### src/rtl/core/swdl_pkg.sv
// ----------------------------------------------------------------------------
// swdl_pkg: shared types for the sliding window duty limiter
// Payload structs, microcode word layout, the control program and the
// interface structs between the sequencer, the ring store and the divider.
// ----------------------------------------------------------------------------
package swdl_pkg;

	localparam int BUCKET_COUNT = 8;              // power of two
	localparam int IDX_W        = $clog2(BUCKET_COUNT);
	localparam int SPAN_W       = IDX_W + 1;      // holds 0..BUCKET_COUNT
	localparam int SLOT_W       = 16;
	localparam logic [SLOT_W-1:0] SLOT_MAX = 16'hFFFF;
	localparam int SUM_W        = SLOT_W + IDX_W;
	localparam int TIME_W       = 32;
	localparam int PERIOD_W     = 16;
	localparam int WINDOW_W     = 23;
	localparam int USED_W       = 22;
	// dividend width; a gap below window + one period fits only while that sum stays within 23 bits
	localparam int DIVD_W       = 23;
	localparam int DCNT_W       = $clog2(DIVD_W + 1);

	localparam int CFG_IDX_W  = 3;
	localparam int CFG_DATA_W = 32;
	localparam logic [CFG_IDX_W-1:0] CFG_BUCKET_PERIOD = 3'd0;
	localparam logic [CFG_IDX_W-1:0] CFG_WINDOW_LENGTH = 3'd1;
	localparam logic [CFG_IDX_W-1:0] CFG_MAX_ON_TIME   = 3'd2;
	localparam logic [CFG_IDX_W-1:0] CFG_MIN_OFF_TIME  = 3'd3;
	localparam logic [CFG_IDX_W-1:0] CFG_WINDOW_BUDGET = 3'd4;

	typedef logic [IDX_W-1:0] idx_t;

	typedef struct packed {
		logic              want_open;
		logic [TIME_W-1:0] now_ms;
	} in_item_t;

	typedef struct packed {
		logic              gate_open;
		logic [USED_W-1:0] window_used_ms;
	} out_item_t;

	typedef enum logic [3:0] {
		OP_TAKE   = 4'd0,
		OP_INIT   = 4'd1,
		OP_RDCUR  = 4'd2,
		OP_ACC    = 4'd3,
		OP_CLRCHK = 4'd4,
		OP_DIV    = 4'd5,
		OP_ROT    = 4'd6,
		OP_SUM0   = 4'd7,
		OP_SUM    = 4'd8,
		OP_SUMEND = 4'd9,
		OP_DEC    = 4'd10,
		OP_OUT    = 4'd11,
		OP_NOP    = 4'd12
	} op_t;

	typedef enum logic [2:0] {
		C_NEXT     = 3'd0,
		C_ALWAYS   = 3'd1,
		C_NO_IN    = 3'd2,
		C_CLR      = 3'd3,
		C_DIV_BUSY = 3'd4,
		C_CNT_MORE = 3'd5,
		C_OUT_BUSY = 3'd6
	} cond_t;

	localparam int PC_W = 4;
	typedef logic [PC_W-1:0] pc_t;

	localparam pc_t P_IDLE = 4'd0;
	localparam pc_t P_DIV  = 4'd5;
	localparam pc_t P_SUM0 = 4'd7;
	localparam pc_t P_SUM  = 4'd8;
	localparam pc_t P_OUT  = 4'd11;

	typedef struct packed {
		op_t   op;
		cond_t cond;
		pc_t   target;
	} uword_t;

	typedef struct packed {
		logic in_valid;
		logic clr;
		logic div_busy;
		logic cnt_more;
		logic out_busy;
	} seq_flags_t;

	typedef struct packed {
		logic              rd_en;
		idx_t              rd_addr;
		logic              wr_en;
		idx_t              wr_addr;
		logic [SLOT_W-1:0] wr_data;
		logic              clr_all;
		logic              clr_span;
		idx_t              span_base;
		logic [SPAN_W-1:0] span_len;
	} ring_req_t;

	typedef struct packed {
		logic              busy;
		logic [DIVD_W-1:0] quo;
		logic [PERIOD_W-1:0] rem;
	} div_res_t;

	// control program: jump to target when the condition holds, else step on
	function automatic uword_t ucode(input pc_t pc);
		uword_t w;
		case (pc)
			4'd0:    w = '{op: OP_TAKE,   cond: C_NO_IN,    target: P_IDLE};
			4'd1:    w = '{op: OP_INIT,   cond: C_NEXT,     target: P_IDLE};
			4'd2:    w = '{op: OP_RDCUR,  cond: C_NEXT,     target: P_IDLE};
			4'd3:    w = '{op: OP_ACC,    cond: C_NEXT,     target: P_IDLE};
			4'd4:    w = '{op: OP_CLRCHK, cond: C_CLR,      target: P_SUM0};
			4'd5:    w = '{op: OP_DIV,    cond: C_DIV_BUSY, target: P_DIV};
			4'd6:    w = '{op: OP_ROT,    cond: C_NEXT,     target: P_IDLE};
			4'd7:    w = '{op: OP_SUM0,   cond: C_NEXT,     target: P_IDLE};
			4'd8:    w = '{op: OP_SUM,    cond: C_CNT_MORE, target: P_SUM};
			4'd9:    w = '{op: OP_SUMEND, cond: C_NEXT,     target: P_IDLE};
			4'd10:   w = '{op: OP_DEC,    cond: C_NEXT,     target: P_IDLE};
			4'd11:   w = '{op: OP_OUT,    cond: C_OUT_BUSY, target: P_OUT};
			default: w = '{op: OP_NOP,    cond: C_ALWAYS,   target: P_IDLE};
		endcase
		return w;
	endfunction

endpackage

### src/rtl/core/swdl_seq.sv
// ----------------------------------------------------------------------------
// swdl_seq: microcode sequencer
// Step counter, control store lookup and conditional jump.
// ----------------------------------------------------------------------------
module swdl_seq (
	input  logic                 clk,
	input  logic                 arst_n,
	input  swdl_pkg::seq_flags_t flags,
	output swdl_pkg::uword_t     ctl
);

	swdl_pkg::pc_t pc_q;
	logic          jump;

	assign ctl = swdl_pkg::ucode(pc_q);

	always_comb begin
		case (ctl.cond)
			swdl_pkg::C_NEXT:     jump = 1'b0;
			swdl_pkg::C_ALWAYS:   jump = 1'b1;
			swdl_pkg::C_NO_IN:    jump = !flags.in_valid;
			swdl_pkg::C_CLR:      jump = flags.clr;
			swdl_pkg::C_DIV_BUSY: jump = flags.div_busy;
			swdl_pkg::C_CNT_MORE: jump = flags.cnt_more;
			swdl_pkg::C_OUT_BUSY: jump = flags.out_busy;
			default:              jump = 1'b1;
		endcase
	end

	always_ff @(posedge clk or negedge arst_n) begin
		if (!arst_n) begin
			pc_q <= swdl_pkg::P_IDLE;
		end else if (jump) begin
			pc_q <= ctl.target;
		end else begin
			pc_q <= pc_q + swdl_pkg::pc_t'(1);
		end
	end

endmodule

### src/rtl/core/swdl_div.sv
// ----------------------------------------------------------------------------
// swdl_div: restoring divider, one quotient bit per cycle
// Splits the bucket gap into whole periods and a remainder.
// ----------------------------------------------------------------------------
module swdl_div (
	input  logic                            clk,
	input  logic                            arst_n,
	input  logic                            start,
	input  logic [swdl_pkg::DIVD_W-1:0]     dividend,
	input  logic [swdl_pkg::PERIOD_W-1:0]   divisor,
	output swdl_pkg::div_res_t              res
);

	logic [swdl_pkg::DCNT_W-1:0]   cnt_q;
	logic [swdl_pkg::DIVD_W-1:0]   quo_q;
	logic [swdl_pkg::PERIOD_W-1:0] rem_q;
	logic [swdl_pkg::PERIOD_W-1:0] dvs_q;
	logic [swdl_pkg::PERIOD_W:0]   trial;
	logic                          fits;

	assign trial = {rem_q, quo_q[swdl_pkg::DIVD_W-1]};
	assign fits  = trial >= {1'b0, dvs_q};

	always_ff @(posedge clk or negedge arst_n) begin
		if (!arst_n) begin
			cnt_q <= '0;
		end else if (start) begin
			cnt_q <= swdl_pkg::DCNT_W'(swdl_pkg::DIVD_W);
		end else if (cnt_q != '0) begin
			cnt_q <= cnt_q - swdl_pkg::DCNT_W'(1);
		end
	end

	// shift one dividend bit into the partial remainder per step
	always_ff @(posedge clk) begin
		if (start) begin
			quo_q <= dividend;
			rem_q <= '0;
			dvs_q <= divisor;
		end else if (cnt_q != '0) begin
			quo_q <= {quo_q[swdl_pkg::DIVD_W-2:0], fits};
			rem_q <= fits ? swdl_pkg::PERIOD_W'(trial - {1'b0, dvs_q})
			              : trial[swdl_pkg::PERIOD_W-1:0];
		end
	end

	assign res.busy = cnt_q != '0;
	assign res.quo  = quo_q;
	assign res.rem  = rem_q;

endmodule

### src/rtl/core/swdl_ring.sv
// ----------------------------------------------------------------------------
// swdl_ring: bucket history store
// One write and one registered read per cycle; per-entry valid bits make
// cleared entries read as zero.
// ----------------------------------------------------------------------------
module swdl_ring (
	input  logic                        clk,
	input  logic                        arst_n,
	input  swdl_pkg::ring_req_t         req,
	output logic [swdl_pkg::SLOT_W-1:0] rd_data
);

	logic [swdl_pkg::SLOT_W-1:0]     mem [swdl_pkg::BUCKET_COUNT];
	logic [swdl_pkg::BUCKET_COUNT-1:0] vld_q;
	logic [swdl_pkg::BUCKET_COUNT-1:0] span_mask;
	logic [swdl_pkg::SLOT_W-1:0]     rd_q;
	logic                            rd_vld_q;

	// entries base+1 .. base+len, all of them at full length
	always_comb begin
		for (int j = 0; j < swdl_pkg::BUCKET_COUNT; j++) begin
			logic [swdl_pkg::IDX_W-1:0] offs;
			offs = swdl_pkg::IDX_W'(j) - req.span_base;
			span_mask[j] = (req.span_len == swdl_pkg::SPAN_W'(swdl_pkg::BUCKET_COUNT))
			            || (offs != '0 && {1'b0, offs} <= req.span_len);
		end
	end

	always_ff @(posedge clk or negedge arst_n) begin
		if (!arst_n) begin
			vld_q    <= '0;
			rd_vld_q <= 1'b0;
		end else begin
			if (req.clr_all) begin
				vld_q <= '0;
			end else if (req.clr_span) begin
				vld_q <= vld_q & ~span_mask;
			end else if (req.wr_en) begin
				vld_q[req.wr_addr] <= 1'b1;
			end
			if (req.rd_en) begin
				rd_vld_q <= vld_q[req.rd_addr];
			end
		end
	end

	always_ff @(posedge clk) begin
		if (req.wr_en) begin
			mem[req.wr_addr] <= req.wr_data;
		end
		if (req.rd_en) begin
			rd_q <= mem[req.rd_addr];
		end
	end

	assign rd_data = rd_vld_q ? rd_q : '0;

endmodule

### src/rtl/core/sliding_window_duty_limiter_unit.sv
// ----------------------------------------------------------------------------
// sliding_window_duty_limiter_unit: bucketed sliding-window duty limiter
// Gates a load against a maximum on-time, a minimum off-time and an open-time
// budget over a ring of history buckets. A microcoded sequencer walks a
// plain datapath through accumulate, rotate, sum and decide.
// ----------------------------------------------------------------------------
//
//  channel | direction | handshake             | payload
//  --------+-----------+-----------------------+-----------------------------
//  cfg     | in        | cfg_we                | cfg_idx, cfg_wdata
//  in      | in        | in_valid / in_ready   | in_data (want_open, now_ms)
//  out     | out       | out_valid / out_ready | out_data (gate_open, used)
//
//  A request runs take, init, read, accumulate, clear check, divide, rotate,
//  sum and decide to a loaded result; a gap that wipes the whole ring skips
//  divide and rotate, so the 23-step period divider sets the long case.
//  in_ready is high in the idle step only, so the next request is accepted only after the last result is loaded.
//  A stalled output holds the sequencer in its final step; no extra buffer.
//  Reset clears the history valid bits at once; no clearing pass is needed.
// ----------------------------------------------------------------------------
module sliding_window_duty_limiter_unit (
	input  logic                              clk,
	input  logic                              arst_n,
	input  logic                              cfg_we,
	input  logic [swdl_pkg::CFG_IDX_W-1:0]    cfg_idx,
	input  logic [swdl_pkg::CFG_DATA_W-1:0]   cfg_wdata,
	input  logic                              in_valid,
	output logic                              in_ready,
	input  swdl_pkg::in_item_t                in_data,
	output logic                              out_valid,
	input  logic                              out_ready,
	output swdl_pkg::out_item_t               out_data
);

	localparam int TW = swdl_pkg::TIME_W;

	// configuration
	logic [swdl_pkg::PERIOD_W-1:0] period_q;
	logic [swdl_pkg::WINDOW_W-1:0] window_q;
	logic [TW-1:0]                 max_on_q;
	logic [TW-1:0]                 min_off_q;
	logic [TW-1:0]                 budget_q;

	// limiter state
	logic                          init_q;
	logic                          open_q;
	logic [TW-1:0]                 opened_q;
	logic [TW-1:0]                 closed_q;
	logic [TW-1:0]                 last_q;
	logic [TW-1:0]                 bstart_q;
	swdl_pkg::idx_t                cur_q;

	// per-request scratch
	logic                          want_q;
	logic [TW-1:0]                 now_q;
	logic [TW-1:0]                 delta_q;
	logic [TW-1:0]                 gap_q;
	logic                          clr_q;
	logic [swdl_pkg::SUM_W-1:0]    sum_q;
	swdl_pkg::idx_t                cnt_q;
	logic                          on_exp_q;
	logic                          off_ok_q;
	logic                          over_q;

	logic                          out_valid_q;
	swdl_pkg::out_item_t           out_q;

	swdl_pkg::uword_t              ctl;
	swdl_pkg::seq_flags_t          flags;
	swdl_pkg::ring_req_t           ring_req;
	swdl_pkg::div_res_t            div_res;
	logic [swdl_pkg::SLOT_W-1:0]   ring_rd;

	logic [swdl_pkg::PERIOD_W-1:0] period_eff;
	logic [TW-1:0]                 wipe_limit;
	logic [swdl_pkg::SLOT_W-1:0]   add_amt;
	logic [swdl_pkg::SLOT_W:0]     slot_sum;
	logic                          div_start;
	logic                          out_free;
	logic                          next_open;
	logic                          take;

	// ---------------------------------------------------------------- control
	swdl_seq u_seq (
		.clk    (clk),
		.arst_n (arst_n),
		.flags  (flags),
		.ctl    (ctl)
	);

	assign out_free = !out_valid_q || out_ready;
	assign in_ready = ctl.op == swdl_pkg::OP_TAKE;
	assign take     = in_valid && in_ready;

	assign flags.in_valid = in_valid;
	assign flags.clr      = clr_q;
	assign flags.div_busy = div_res.busy;
	assign flags.cnt_more = cnt_q != swdl_pkg::idx_t'(swdl_pkg::BUCKET_COUNT - 1);
	assign flags.out_busy = !out_free;

	// ------------------------------------------------------------ arithmetic
	// a zero period counts as one millisecond
	assign period_eff = (period_q == '0) ? swdl_pkg::PERIOD_W'(1) : period_q;
	assign wipe_limit = TW'(window_q) + TW'(period_eff);

	// open time since the last request, capped to one bucket's range
	assign add_amt  = (delta_q[TW-1:swdl_pkg::SLOT_W] != '0) ? swdl_pkg::SLOT_MAX
	                                                         : delta_q[swdl_pkg::SLOT_W-1:0];
	assign slot_sum = {1'b0, ring_rd} + {1'b0, add_amt};

	assign div_start = ctl.op == swdl_pkg::OP_CLRCHK && !clr_q;

	swdl_div u_div (
		.clk      (clk),
		.arst_n   (arst_n),
		.start    (div_start),
		.dividend (gap_q[swdl_pkg::DIVD_W-1:0]),
		.divisor  (period_eff),
		.res      (div_res)
	);

	// ------------------------------------------------------------ ring access
	always_comb begin
		ring_req           = '0;
		ring_req.wr_addr   = cur_q;
		ring_req.wr_data   = slot_sum[swdl_pkg::SLOT_W] ? swdl_pkg::SLOT_MAX
		                                                : slot_sum[swdl_pkg::SLOT_W-1:0];
		ring_req.span_base = cur_q;
		ring_req.span_len  = (div_res.quo >= swdl_pkg::DIVD_W'(swdl_pkg::BUCKET_COUNT))
		                   ? swdl_pkg::SPAN_W'(swdl_pkg::BUCKET_COUNT)
		                   : div_res.quo[swdl_pkg::SPAN_W-1:0];
		ring_req.rd_addr   = cur_q;
		case (ctl.op)
			swdl_pkg::OP_INIT: begin
				ring_req.clr_all = !init_q;
			end
			swdl_pkg::OP_RDCUR: begin
				ring_req.rd_en = 1'b1;
			end
			swdl_pkg::OP_ACC: begin
				ring_req.wr_en = open_q && delta_q != '0;
			end
			swdl_pkg::OP_CLRCHK: begin
				ring_req.clr_all = clr_q;
			end
			swdl_pkg::OP_ROT: begin
				ring_req.clr_span = 1'b1;
			end
			swdl_pkg::OP_SUM0: begin
				ring_req.rd_en   = 1'b1;
				ring_req.rd_addr = '0;
			end
			swdl_pkg::OP_SUM: begin
				ring_req.rd_en   = 1'b1;
				ring_req.rd_addr = cnt_q;
			end
			default: begin
			end
		endcase
	end

	swdl_ring u_ring (
		.clk     (clk),
		.arst_n  (arst_n),
		.req     (ring_req),
		.rd_data (ring_rd)
	);

	// -------------------------------------------------------- configuration
	always_ff @(posedge clk or negedge arst_n) begin
		if (!arst_n) begin
			period_q  <= swdl_pkg::PERIOD_W'(1000);
			window_q  <= swdl_pkg::WINDOW_W'(8000);
			max_on_q  <= TW'(30000);
			min_off_q <= TW'(1000);
			budget_q  <= TW'(4000);
		end else if (cfg_we) begin
			case (cfg_idx)
				swdl_pkg::CFG_BUCKET_PERIOD: period_q  <= cfg_wdata[swdl_pkg::PERIOD_W-1:0];
				swdl_pkg::CFG_WINDOW_LENGTH: window_q  <= cfg_wdata[swdl_pkg::WINDOW_W-1:0];
				swdl_pkg::CFG_MAX_ON_TIME:   max_on_q  <= cfg_wdata[TW-1:0];
				swdl_pkg::CFG_MIN_OFF_TIME:  min_off_q <= cfg_wdata[TW-1:0];
				swdl_pkg::CFG_WINDOW_BUDGET: budget_q  <= cfg_wdata[TW-1:0];
				default: begin
				end
			endcase
		end
	end

	// ---------------------------------------------------------- gate decision
	always_comb begin
		next_open = open_q;
		if (open_q) begin
			if (!want_q || on_exp_q || over_q) begin
				next_open = 1'b0;
			end
		end else if (want_q && off_ok_q && !over_q) begin
			next_open = 1'b1;
		end
	end

	// ----------------------------------------------------------- limiter state
	always_ff @(posedge clk or negedge arst_n) begin
		if (!arst_n) begin
			init_q      <= 1'b0;
			open_q      <= 1'b0;
			opened_q    <= '0;
			closed_q    <= '0;
			last_q      <= '0;
			bstart_q    <= '0;
			cur_q       <= '0;
			out_valid_q <= 1'b0;
		end else begin
			case (ctl.op)
				swdl_pkg::OP_INIT: begin
					// first request: start closed, backdate the last close
					if (!init_q) begin
						init_q   <= 1'b1;
						open_q   <= 1'b0;
						opened_q <= now_q;
						closed_q <= now_q - min_off_q;
						last_q   <= now_q;
						bstart_q <= now_q;
						cur_q    <= '0;
					end
				end
				swdl_pkg::OP_ACC: begin
					last_q <= now_q;
				end
				swdl_pkg::OP_CLRCHK: begin
					// gap of at least the window plus one period: restart the ring here
					if (clr_q) begin
						bstart_q <= now_q;
						cur_q    <= '0;
					end
				end
				swdl_pkg::OP_ROT: begin
					// advance by whole periods; the remainder is time into the bucket
					cur_q    <= cur_q + div_res.quo[swdl_pkg::IDX_W-1:0];
					bstart_q <= now_q - TW'(div_res.rem);
				end
				swdl_pkg::OP_OUT: begin
					if (out_free) begin
						open_q <= next_open;
						if (open_q && !next_open) begin
							closed_q <= now_q;
						end
						if (!open_q && next_open) begin
							opened_q <= now_q;
						end
					end
				end
				default: begin
				end
			endcase

			if (ctl.op == swdl_pkg::OP_OUT && out_free) begin
				out_valid_q <= 1'b1;
			end else if (out_ready) begin
				out_valid_q <= 1'b0;
			end
		end
	end

	// ------------------------------------------------------------- scratch
	always_ff @(posedge clk) begin
		case (ctl.op)
			swdl_pkg::OP_TAKE: begin
				if (in_valid) begin
					want_q <= in_data.want_open;
					now_q  <= in_data.now_ms;
				end
			end
			swdl_pkg::OP_RDCUR: begin
				delta_q <= now_q - last_q;
				gap_q   <= now_q - bstart_q;
			end
			swdl_pkg::OP_ACC: begin
				clr_q <= gap_q >= wipe_limit;
			end
			swdl_pkg::OP_SUM0: begin
				sum_q <= '0;
				cnt_q <= swdl_pkg::idx_t'(1);
			end
			swdl_pkg::OP_SUM: begin
				sum_q <= sum_q + swdl_pkg::SUM_W'(ring_rd);
				cnt_q <= cnt_q + swdl_pkg::idx_t'(1);
			end
			swdl_pkg::OP_SUMEND: begin
				sum_q <= sum_q + swdl_pkg::SUM_W'(ring_rd);
			end
			swdl_pkg::OP_DEC: begin
				on_exp_q <= (now_q - opened_q) >= max_on_q;
				off_ok_q <= (now_q - closed_q) >= min_off_q;
				over_q   <= TW'(sum_q) >= budget_q;
			end
			swdl_pkg::OP_OUT: begin
				if (out_free) begin
					out_q.gate_open      <= next_open;
					out_q.window_used_ms <= swdl_pkg::USED_W'(sum_q);
				end
			end
			default: begin
			end
		endcase
	end

	assign out_valid = out_valid_q;
	assign out_data  = out_q;

	// ------------------------------------------------------------- assertions
	a_take_then_init: assert property (@(posedge clk) disable iff (!arst_n)
		take |=> ctl.op == swdl_pkg::OP_INIT)
		else $error("accepted request not followed by init step");

	a_rot_after_div: assert property (@(posedge clk) disable iff (!arst_n)
		ctl.op == swdl_pkg::OP_ROT |-> !div_res.busy)
		else $error("rotation used an unfinished quotient");

	a_no_wr_with_clr: assert property (@(posedge clk) disable iff (!arst_n)
		!(ring_req.wr_en && (ring_req.clr_all || ring_req.clr_span)))
		else $error("ring write collides with a clear");

	a_init_sticky: assert property (@(posedge clk) disable iff (!arst_n)
		init_q |=> init_q)
		else $error("initialised flag dropped");

	a_wipe_resets_index: assert property (@(posedge clk) disable iff (!arst_n)
		(ctl.op == swdl_pkg::OP_CLRCHK && clr_q) |=> cur_q == '0)
		else $error("ring wipe left a nonzero bucket index");

endmodule
### config.mk
export PLATFORM = sky130hd
export DESIGN_NAME = sliding_window_duty_limiter_unit
export DESIGN_NICKNAME = d
export VERILOG_FILES = /design/src/rtl/core/swdl_pkg.sv /design/src/rtl/core/swdl_seq.sv /design/src/rtl/core/swdl_div.sv /design/src/rtl/core/swdl_ring.sv /design/src/rtl/core/sliding_window_duty_limiter_unit.sv
export SDC_FILE = /design/constraint.sdc
export NUM_CORES = 2
export LEC_CHECK = 0
export ABC_AREA = 1
export ABC_CLOCK_PERIOD_IN_PS = 9500
export BUFFER_PORTS_ARGS = -buffer_cell sky130_fd_sc_hd__buf_2
export CAP_MARGIN = 20
export CELL_PAD_IN_SITES_DETAIL_PLACEMENT = 1
export CELL_PAD_IN_SITES_GLOBAL_PLACEMENT = 1
export CORE_UTILIZATION = 52
export CTS_CLUSTER_DIAMETER = 150
export DETAILED_ROUTE_END_ITERATION = 7
export GPL_ROUTABILITY_DRIVEN = 0
export GPL_TIMING_DRIVEN = 0
export PLACE_DENSITY_LB_ADDON = 0.08
export SYNTH_ARGS = -nofsm -noshare
export SYNTH_HDL_FRONTEND = slang
export SYNTH_HIERARCHICAL = 1
export SYNTH_SLANG_ARGS = --single-unit
### constraint.sdc
create_clock -name clk -period 9.5 [get_ports clk]
set_clock_uncertainty 0.1 [all_clocks]
set_input_delay 0.475 -clock clk [delete_from_list [all_inputs] [get_ports clk]]
set_output_delay 0.475 -clock clk [all_outputs]
set_load 0.01 [all_outputs]
# Word level (Yosys, flattened, before mapping)
# Memories as Yosys holds them, arrays and structs flattened. A register that Yosys moved wholly into a read port is not among the register bits.
# Index checks and enable logic that the tools add are counted.
# totals
register_bits	485
ram_bits	128
mem_bits_ro	176
inputBits	73
out_inout_bits	25
wordCells	225
mem_count	2
# op_classes
n_addsub	22
n_lt_le_gt_ge	17
eq_ne	26
muxes	50
bitwise_logic	3
reduce_logical	73
# mem_list
memory	words	word_bits	rd	rd_clocked_by_memory_dff	wr	line	rtl
(name not given)	16	11	1	0	0	swdl_pkg.sv:112	case (pc)
u_ring.mem	8	16	1	1	1	swdl_ring.sv:13	logic [swdl_pkg::SLOT_W-1:0] mem [swdl_pkg::BUCKET_COUNT];
# op_table
op	count
$mux W32	7
$pmux W32 S2	3
$sub A32 B32 Y32	5
$pmux W32 S3	1
$mux W16	5
$ge A32 B32 Y1	2
$mux W23	2
$pmux W19 S2	1
$ge A19 B32 Y1	1
$ge A32 B24 Y1	1
$le A3 B4 Y1	8
$reduce_bool A32 Y1	1
$sub A32 B16 Y32	1
$reduce_bool A3 Y1	10
$add A23 B16 Y24	1
$mux W8	3
$ge A23 B4 Y1 const B	1
$eq A4 B4 Y1 const B	5
$add A19 B16 Y19	1
$add A16 B16 Y17	1
$ge A17 B16 Y1	1
$logic_and A1 B1 Y1	16
$logic_not A16 Y1	1
$reduce_and A2 Y1	8
other kinds (42)	105

# Depth between registers and ports, before layout
# logic_depth
word_depth	10
mapped_depth	22

# Cells and area by module
# The synthesis kept the hierarchy.
# by_module_without_submodules
module	instances	cells_each	area_per_inst_um2	seq_area_each_um2
sliding_window_duty_limiter_unit	1	4359	31888.1	11064.4
swdl_ring	1	580	6890.4	4549.4
swdl_div	1	465	3582.2	1616.6
swdl_seq	1	70	514.2	100.1

# Worst setup path after synthesis
# No wires, ideal clock.
# synth_timing
kind	register to register
start	register u_seq.pc_q[3]
end	register delta_q[0], enable pin
arrival_ps	3794
path_slack_ps	5120
stages_incl_launch_ff	5
path_buffers	1
synth_period_minus_slack_ps	4380
path_cell_list	dfrtp_1 -> buf_6 -> a21oi_1 -> nand2_2 -> nor2_1
# synth_lines
element	line	rtl
start, declared	swdl_seq.sv:12	swdl_pkg::pc_t pc_q;
start signal, assigned	swdl_seq.sv:32	pc_q <= swdl_pkg::P_IDLE;
start signal, assigned	swdl_seq.sv:34	pc_q <= ctl.target;
start signal, assigned	swdl_seq.sv:36	pc_q <= pc_q + swdl_pkg::pc_t'(1);
end signal, assigned	sliding_window_duty_limiter_unit.sv:275	delta_q <= now_q - last_q;
end, declared	sliding_window_duty_limiter_unit.sv:56	logic [TW-1:0] delta_q;

# Final worst setup path
# layout_timing
start	register now_q[0]
end	register off_ok_q (data pin)
# layout_between
elab_chain_len	2
# layout_lines
element	line	rtl
start, declared	sliding_window_duty_limiter_unit.sv:55	logic [TW-1:0] now_q;
start signal, assigned	sliding_window_duty_limiter_unit.sv:271	now_q <= in_data.now_ms;
$sub A32 B32 Y32	sliding_window_duty_limiter_unit.sv:294	off_ok_q <= (now_q - closed_q) >= min_off_q;
$ge A32 B32 Y1	sliding_window_duty_limiter_unit.sv:294	
end signal, assigned	sliding_window_duty_limiter_unit.sv:294	
end, declared	sliding_window_duty_limiter_unit.sv:62	logic off_ok_q;
# Every way passes these cells.
# A chain may end at the register's enable or synchronous reset.

==> impl_metrics.py <==
metrics = {
    "power": {
        "power_density_mw_per_mm2": 363,
        "power.total_uw": 17400,
        "peakVddDrop_mv": 0.181,
        "power.leakage_uw": 0.0228,
    },
    "finish": {
        "final_common_cell": "nand2_1",
        "fin_area_sq_mm": 0.0478,
        "area_growth_syn_to_layout_pct": 11.4,
        "final_cell_mix": "nand2_1 (1,472), inv_1 (773), o21ai_0 (415)",
        "fin_nets": 6147,
        "drive_gt1_share_pct": 7.16,
    },
    "timing": {
        "min_period_over_period_pct": 53.3,
        "tightestPinTransition_ps": 1080,
        "timing.setup.tns_ps": 0,
        "setup_viol": 0,
        "worst_slack_ps": 4430,
        "period_needed_ps": 5070,
        "rsz0062_at_grt": "false",
        "clock.fmax_mhz": 197,
        "slew_violations": 0,
        "maxSlewHeadroom_pct": 27.9,
        "hold_viol_final": 0,
    },
    "clocking": {
        "htree_levels": 3,
        "cts.sinks": 629,
        "ctsResizeCount": 0,
        "cts_tree": "done",
        "ctsHoldBuffers": 34,
        "cts_root_buf": "clkbuf_16",
        "clk_latency_ps": 660,
        "clkTransAtPathRegs_ps": 60,
        "clockBufferDepth": 3,
        "cts_inserted_buffers": 75,
        "post-cts-setup-buffers": 0,
    },
    "setup_path": {
        "cp_data_required_time_ps": 9880,
        "critical_path_class": "register to register",
        "rrSetupSlack_ps": 4430,
        "cpMostUsedCell": "nand4_1",
        "critical_path.cell_chain": "inv_1 -> ha_1 -> inv_1 -> fa_1 -> nand3_1 -> nand2_1 -> a21oi_1 -> o21ai_0 -> a21oi_1 -> xnor2_1 -> ha_1 -> nand2_1 -> nor2_1 -> nand4_1 -> nor4_1 -> nand4_1 -> nand4_1",
        "start_kind": "register",
        "critPathBufInv": 2,
        "crit_fanout": 8,
        "r2r_start": "now_q[0]$_DFFE_PP_",
        "r2r-end": "off_ok_q$_DFFE_PN_",
        "r2r_cells": 17,
        "worstPathArrival_ps": 5450,
        "end_kind": "register",
        "slowest_stage": "nor4_1",
        "critPathMaxStageDelay_ps": 640,
        "cp_top_family": "simple AND/OR/NAND/NOR gates",
    },
    "floorplanning": {
        "die-area_sq_mm": 0.0836,
        "rows": 104,
        "start_util_pct": 52.9,
        "fp.dieH_microns": 289,
        "ios": 98,
        "core_area_sq_mm": 0.0811,
        "die_x_microns": 289,
    },
    "global_route": {
        "grt_max_degree": 112,
        "grt_pass1_wl_microns": 240000,
        "grt_usage_pct": 37.9,
        "first_global_vias": 41500,
        "antenna_found_initial": 6,
        "gr-total-overflow": 0,
    },
    "routing": {
        "first_pass_iters": 5,
        "ant_nets": 0,
        "wl_per_cell_microns": 23.3,
        "vias": 40100,
        "drtIter0Drc": 2914,
        "drt_wl_total_microns": 159000,
        "via_per_inst": 5.89,
        "drc_errors": 0,
    },
    "min_path": {
        "hold_class": "input pin to register",
        "worstHoldStart": "cfg_wdata[25]",
        "min_to": "max_on_q[25]$_DFFE_PN0P_",
        "min_delay_path_depth": 3,
    },
    "yosys": {
        "synth.avg_cell_area_sq_um": 7.83,
        "yosysTopAreaCell": "edfxtp_1",
        "synth_edf_count": 326,
        "synthCells": 5474,
        "synth_async_sr_flop_share_pct": 45.6,
        "synthesis.area_sq_mm": 0.0429,
        "yosysSeqAreaShare_pct": 40.4,
        "yosys-top-cells-area": "edfxtp_1 (23%), dfrtp_1 (15%), nand2_1 (13%)",
        "yosysWarnings": 6,
        "synth.top_cell.area_share_pct": 22.8,
        "yosys_register_bits": 629,
        "ys.flop_type": "edfxtp_1",
        "synth_cell_types": 69,
    },
    "placement": {
        "placed_area_sq_mm": 0.0449,
        "io_buffers": 94,
        "dp_hpwl_microns": 119000,
        "pre_cts_slack_ps": 4580,
    },
    "outcome": {
        "status": "complete, no violations",
    },
    "run": {
        "max_cap_violations": 0,
    },
}
[sequential cells by signal, indices dropped and copies added (netlist names), 4 cells and up]
register and count:
bstart_q 32, budget_q 32, closed_q 32, delta_q 32, gap_q 32, last_q 32
max_on_q 32, min_off_q 32, now_q 32, opened_q 32, out_data 20, period_q 16
sum_q 19, u_div/cnt_q 5, u_div/dvs_q 16, u_div/quo_q 23, u_div/rem_q 16, u_ring/mem 128
u_ring/rd_q 16, u_ring/vld_q 8, u_seq/pc_q 4, window_q 23
[power breakdown]
group | leakage [uW] | internal (uW) | switching (uW)
Clock | 0.00121 | 1670 | 1310
Combinational | 0.0150 | 3230 | 6500
Sequential | 0.00660 | 4020 | 620
Total | 0.0228 | 8920 | 8430
[cell type report]
type / instances / area [sq um]
repair buffers: 139 / 1020
clock inverters: 36 / 433
inverters: 787 / 2960
plain buffers: 123 / 717
flip-flops and latches: 629 / 17300
fillers: 10200 / 33300
diodes: 1 / 2.50
clock buffers: 103 / 2070
well taps: 1060 / 1330
multi-input cells: 3937 / 21900
[worst max-delay path by stage]
| stage | depth (start not counted) | startpoint | end | slack [ps] |
|---|---|---|---|---|
| after global routing | 19 | now_q[0]$_DFFE_PP_ | on_exp_q$_DFFE_PN_ | 4230 |
| final | 17 | now_q[0]$_DFFE_PP_ | off_ok_q$_DFFE_PN_ | 4430 |
| after CTS | 17 | now_q[0]$_DFFE_PP_ | off_ok_q$_DFFE_PN_ | 4520 |
| after detailed placement | 17 | now_q[0]$_DFFE_PP_ | off_ok_q$_DFFE_PN_ | 4580 |
| after global placement | 1 | arst_n | u_div/cnt_q[4]$_DFFE_PN0P_ | 2170 |
| after floorplan | 4 | u_seq/pc_q[3]$_DFF_PN0_ | delta_q[0]$_DFFE_PN_ | 5120 |
[kinds of logic (layout without fill, tap and decap cells)]
family                   Yosys count  count (layout)  share of synthesized area, %
AO/OA/AOI/OAI                   1009            1009                          12.7
XOR/XNOR                         149             149                          3.10
adder cells (fa/ha/maj)          382             382                          11.3
buffers and inverters            910            1188                          8.58
flip-flops                       629             629                          40.4
multiplexers                      32              32                         0.747
other                              1               4                       0.00875
AND/OR/NAND/NOR                 2362            2362                          23.1
[routing by layer]
layer	share of wire, %	routed length, microns	GRT usage (%)
met1	40	63700	46.7
met2	46	73500	62.5
met3	6.4	10200	5.41
met4	7.0	11100	23.9
met5	0.016	26	0
[metrics by stage]
stage          hold slack, ps  util, %  instances
6_report                 61.8     58.9       6815
5_1_grt                  59.2     58.9       6814
4_1_cts                  40.6     58.9       6814
3_5_place_dp              365     55.4       6641
3_3_place_gp              352     55.1       6630
2_1_floorplan            79.4        -       5476
[synthesized netlist by cell type, drive strengths merged, types with 26 or more instances]
cell type / number
o21ai: 444
xnor2: 41
buf: 61
nand3: 286
clkbuf: 62
nand2: 1492
nor4: 35
edfxtp: 326
dfstp: 31
o22ai: 42
nand4: 53
o21bai: 26
nor3: 49
inv: 784
a21oi: 408
dfrtp: 256
ha: 371
mux2i: 32
nor2: 393
xor2: 108
[tightest hold or removal path: cells and delay by family]
kind | cells | cell delay [ps]
compound gates | 1 | 150
buf+inv | 2 | 140
(Power assumes the default switching activity.)
